File: config.mk
export PLATFORM = sky130hd
export DESIGN_NAME = desa_cfg
export DESIGN_NICKNAME = d
export VERILOG_FILES = /design/src/sv/desa_pkg.sv /design/src/sv/desa_cfg.sv
export SDC_FILE = /design/constraint.sdc
export NUM_CORES = 1
export LEC_CHECK = 0
export ABC_AREA = 0
export BUFFER_PORTS_ARGS = -buffer_cell sky130_fd_sc_hd__buf_2
export CAP_MARGIN = 40
export CORE_ASPECT_RATIO = 0.8
export CORE_MARGIN = 2
export CORE_UTILIZATION = 25
export DETAILED_ROUTE_END_ITERATION = 10
export GPL_ROUTABILITY_DRIVEN = 1
export PLACE_DENSITY = 0.54
export SETUP_SLACK_MARGIN = 0.15
export SYNTH_ARGS = -nofsm -noshare
export SYNTH_HDL_FRONTEND = slang
export SYNTH_SLANG_ARGS = --single-unit
export TNS_END_PERCENT = 30
File: constraint.sdc
create_clock -name i_clk -period 1.3 [get_ports i_clk]
set_clock_uncertainty 0.05 [all_clocks]
set_input_delay 0.26 -clock i_clk [delete_from_list [all_inputs] [get_ports i_clk]]
set_output_delay 0.26 -clock i_clk [all_outputs]
set_load 0.05 [all_outputs]
File: src/sv/desa_pkg.sv
// Package for the double-ended stack allocator.
// Holds widths, sizes, command and status codes, and the controller state type.
`default_nettype none

package desa_pkg;

    localparam int POOL_BYTES  = 65536;
    localparam int STACK_DEPTH = 64;

    localparam int AW     = 17;
    localparam int IDX_W  = $clog2(STACK_DEPTH);
    localparam int CNT_W  = $clog2(STACK_DEPTH + 1);
    localparam int APB_AW = 3;
    localparam int APB_DW = 32;

    localparam logic [APB_AW-1:0] REG_POOL_SIZE = 3'd0;

    localparam logic [AW-1:0] POOL_RESET = 17'd65536;
    localparam logic [AW-1:0] POOL_CAP   =
        (POOL_BYTES > 131071) ? {AW{1'b1}} : AW'(POOL_BYTES);
    localparam logic [AW-1:0] HIGH_RESET =
        (POOL_BYTES < 65536) ? AW'(POOL_BYTES) : POOL_RESET;

    typedef enum logic [2:0] {
        CMD_ALLOC_LOW  = 3'd0,
        CMD_ALLOC_HIGH = 3'd1,
        CMD_FREE_LOW   = 3'd2,
        CMD_FREE_HIGH  = 3'd3,
        CMD_CLEAR      = 3'd4
    } t_cmd;

    typedef enum logic [2:0] {
        ST_OK    = 3'd0,
        ST_OOM   = 3'd1,
        ST_EMPTY = 3'd2,
        ST_WRONG = 3'd3,
        ST_FULL  = 3'd4
    } t_status;

    typedef enum logic {
        S_IDLE,
        S_EXEC
    } t_state;

endpackage

`default_nettype wire

File: src/sv/desa_cfg.sv
// APB-style configuration register block holding pool_size.
// Depends on desa_pkg; supplies the capped pool size to the controller.
`default_nettype none

module desa_cfg
    import desa_pkg::*;
(
    input  wire                i_clk,
    input  wire                i_rst_n,
    input  wire                psel,
    input  wire                penable,
    input  wire                pwrite,
    input  wire  [APB_AW-1:0]  paddr,
    input  wire  [APB_DW-1:0]  pwdata,
    output logic [APB_DW-1:0]  prdata,
    output logic               pready,
    output logic [AW-1:0]      o_pool_used
);

    logic [AW-1:0] r_pool_size;
    logic          w_wr;

    assign pready = 1'b1;
    assign w_wr   = psel && penable && pwrite && (paddr == REG_POOL_SIZE);

    always_ff @(posedge i_clk) begin
        if (!i_rst_n) begin
            r_pool_size <= POOL_RESET;
        end else if (w_wr) begin
            r_pool_size <= pwdata[AW-1:0];
        end
    end

    always_comb begin
        prdata = '0;
        if (paddr == REG_POOL_SIZE) begin
            prdata = {{(APB_DW-AW){1'b0}}, r_pool_size};
        end
    end

    assign o_pool_used = (r_pool_size > POOL_CAP) ? POOL_CAP : r_pool_size;

endmodule

`default_nettype wire

==> impl_results.md <==
* CTS tree: done
* Min-delay src: pwdata[7]
* Minimum clock period at about 1.9 ns
* GP Congestion at ~0.76
* Critical path class: register to primary output
* Final-report setup violation count at 34
* Netlist cell types at 21
* Dpl hpwl at between 2000 and 3000 µm
* Unrepaired setup endpoints after global routing: yes
* Routed wire length at around 3800 µm
* Avg Cell Area, Syn at between 7 and 8 µm²
* Antenna violations before repair at 0
* Clk buf depth at 2
* Post-synthesis compound-gate area fraction at 0.203
* Commonest non-fill, non-tap cell in the layout: buf_6
* Status: complete, but fails checks
* Largest net degree at the start of global routing at 18
* Crit-path cells: nor4_4, a41oi_4, buf_6, nor2b_4, buf_6
* Cell Rows at 21
* PnR worst setup slack at -0.595 ns
* Top reg by flops: r_pool_size
* Core Footprint at 4180 µm²
* Reg-to-Reg Start: r_pool_size[16]$_SDFFE_PN1P_
* Yosys reg bits at 17
* Worst R2R Setup Slack at approximately 0.38 ns
* Die H at 63.1 µm
* Mux cell area share after synthesis at 0
* Synthesized netlist cell count at roughly 140
* Most frequent cells in the layout: 30 x buf_6, 23 x buf_4, 22 x buf_2
* CTS buffer count at 3
* Combinational family with the most area after synthesis: simple AND/OR/NAND/NOR gates
* Leak at slightly below 1 nW
* Startpoint type of the worst setup path: register
* # diodes at 0
* Xor and xnor area share after synthesis at 0
* Simple-gate portion of the synthesized area at 0.318
* CP max stage cell: nor4_4
* Total GRT Usage at 0.150
* Violations in the final reports: negative setup slack
* Die Wd at 77.9 µm
* Largest regs: r_pool_size: 17 flops
* Max Cap Violations at 0
* Reg2Reg Depth at 4
* Hold Path Stages at 3
* Final period utilization at 1.46
* Placed cells at between 200 and 300
* Wire length per cell at 13.4 µm
* Root Buffer: clkbuf_8
* Power Density at between 500 and 600 nW/µm²
* Antenna-violating nets left at 0
* DRC Markers at 0
* Largest register FFs at 17
* Worst R2R End: r_pool_size[16]$_SDFFE_PN1P_
* Clock sink total at 17
* Peak supply drop at approximately 0.00042 V
* Top Ports at 90
* Clk Latency, worst-skew pair at between 0.2 and 0.3 ns
* Count of non-filler cells in the finished layout at about 280
* Congestion Overflow GR at 0
* WP data required at about 1 ns
* Clock transition at path regs at roughly 0.06 ns
* Pre-Repair DR Iteration Count at 5
* Adder-cell share of the synthesized area at 0
* Nets at between 200 and 300
* Sequential fraction of the synthesis area at 0.312
* Worst Hold End: r_pool_size[7]$_SDFFE_PN0P_
* First-pass GRT wire length at just under 6000 µm
* Die area at 4910 µm²
* CP dominant cell by count: buf_6
* CP Data Arrival Time at approximately 1.6 ns
* Hold WC Path Type: primary input to register
* Peak Freq at 528 MHz
* Via count at about 1300
* Place WS at -0.426 ns
* Warnings from Yosys at 0
* Slew Viols, Final at 0
* Port Buffers at between 50 and 60
* Starting Density at 0.261
* Critical Path Fanout Max at 5
* Vias in the first global route at about 1300
* Cell Area, Synth at 1090 µm²
* Share of layout cells above drive strength 1 at 0.621
* Final Hold Fails at 0
* Vias per inst at 4.46
* Cts hold-fix bufs at 0
* Crit path capture type: primary output
* Synth-to-Final Area Change at 105%
* CP peak stage delay at 0.35 ns
* Initial DRC Count at 51
* CTS H-tree lvls at 1
[layer usage]
layer	GRT usage	routed length, µm
met5	0	0
met4	0.0268	22
met3	0.0258	200
met2	0.276	1960
met1	0.184	1570
[worst max-delay path by stage]
stage                                 from         endpoint  slack, ns  cells after the start
6_report       r_pool_size[8]$_SDFFE_PN0P_   o_pool_used[6]      -0.60                      5
5_1_grt        r_pool_size[8]$_SDFFE_PN0P_   o_pool_used[7]      -0.64                      5
3_3_place_gp   r_pool_size[8]$_SDFFE_PN0P_  o_pool_used[15]      -0.40                      5
2_1_floorplan  r_pool_size[7]$_SDFFE_PN0P_   o_pool_used[0]      -0.43                      3
3_5_place_dp   r_pool_size[8]$_SDFFE_PN0P_   o_pool_used[6]      -0.43                      5
4_1_cts        r_pool_size[1]$_SDFFE_PN0P_   o_pool_used[6]      -0.61                      5
[cell families (layout without fill, tap and decap cells)]
logic type | count (synthesis) | in the layout
DFF | 17 | 17
and+or+nand+nor | 59 | 59
AOI/OAI and AO/OA | 34 | 34
other | 2 | 16
buffers and inverters | 27 | 98
[cell type report]
class	count	area, µm²
repair buffers	93	906
flip-flops and latches	17	349
well taps	57	71.3
inverters	1	3.75
multi-input cells	109	866
fillers	382	1940
clock buffers	4	45.0
[critical path, delay by kind of cell (launching register included)]
kind / cells / cell delay, ns
flip-flops: 1 / 0.33
AND/OR/NAND/NOR: 2 / 0.46
AO/OA/AOI/OAI: 1 / 0.19
buffers and inverters: 2 / 0.35
[power by group]
part           leakage (nW)  total, mW  switching, mW  internal [mW]
logic                 0.799      0.343          0.224          0.119
registers             0.140      0.529        0.00403          0.525
clock network        0.0228      0.402          0.184          0.218
[synthesized netlist by cell type]
library cell   n  area [µm²]
a21boi_1       8        60.1
or3_1          1        6.26
nor3_2         1        10.0
o21ai_0        8        40.0
and3_1         1        6.26
clkbuf_2       1        5.00
a21boi_0       8        60.1
buf_6          1        11.3
nor4_1         4        25.0
conb_1         2        7.51
clkbuf_1       4        15.0
inv_1          1        3.75
nand3_1       19        95.1
buf_2          4        20.0
nor2b_1       16         100
buf_4         16         120
dfxtp_1       17         340
o21ai_1        9        45.0
and2_1        16         100
nor2_1         1        3.75
a41oi_2        1        16.3
[stage by stage]
step	TNS [ns]	power (mW)	util	hold WS, ns	instance area (µm²)
global placement	-8.52	0.842	0.419	0.465	1750
detailed placement	-9.23	0.846	0.419	0.473	1750
global route	-9.41	1.30	0.536	0.223	2240
CTS	-8.23	1.26	0.508	0.205	2120
floorplan	-7.10	0.781	-	0.349	1310
finish	-8.39	1.27	0.536	0.201	2240
[repair_timing]
| item | CTS | global route |
|---|---|---|
| hold endpoints to repair | 0 | 0 |
| resized for setup | 95 | 37 |
| pin swaps | 10 | 8 |
| endpoints found under the setup margin | 51 | 44 |
| gates cloned | 1 | 0 |
| setup buffers | 3 | 1 |
No activity file was read; power rests on OpenSTA's default activity.
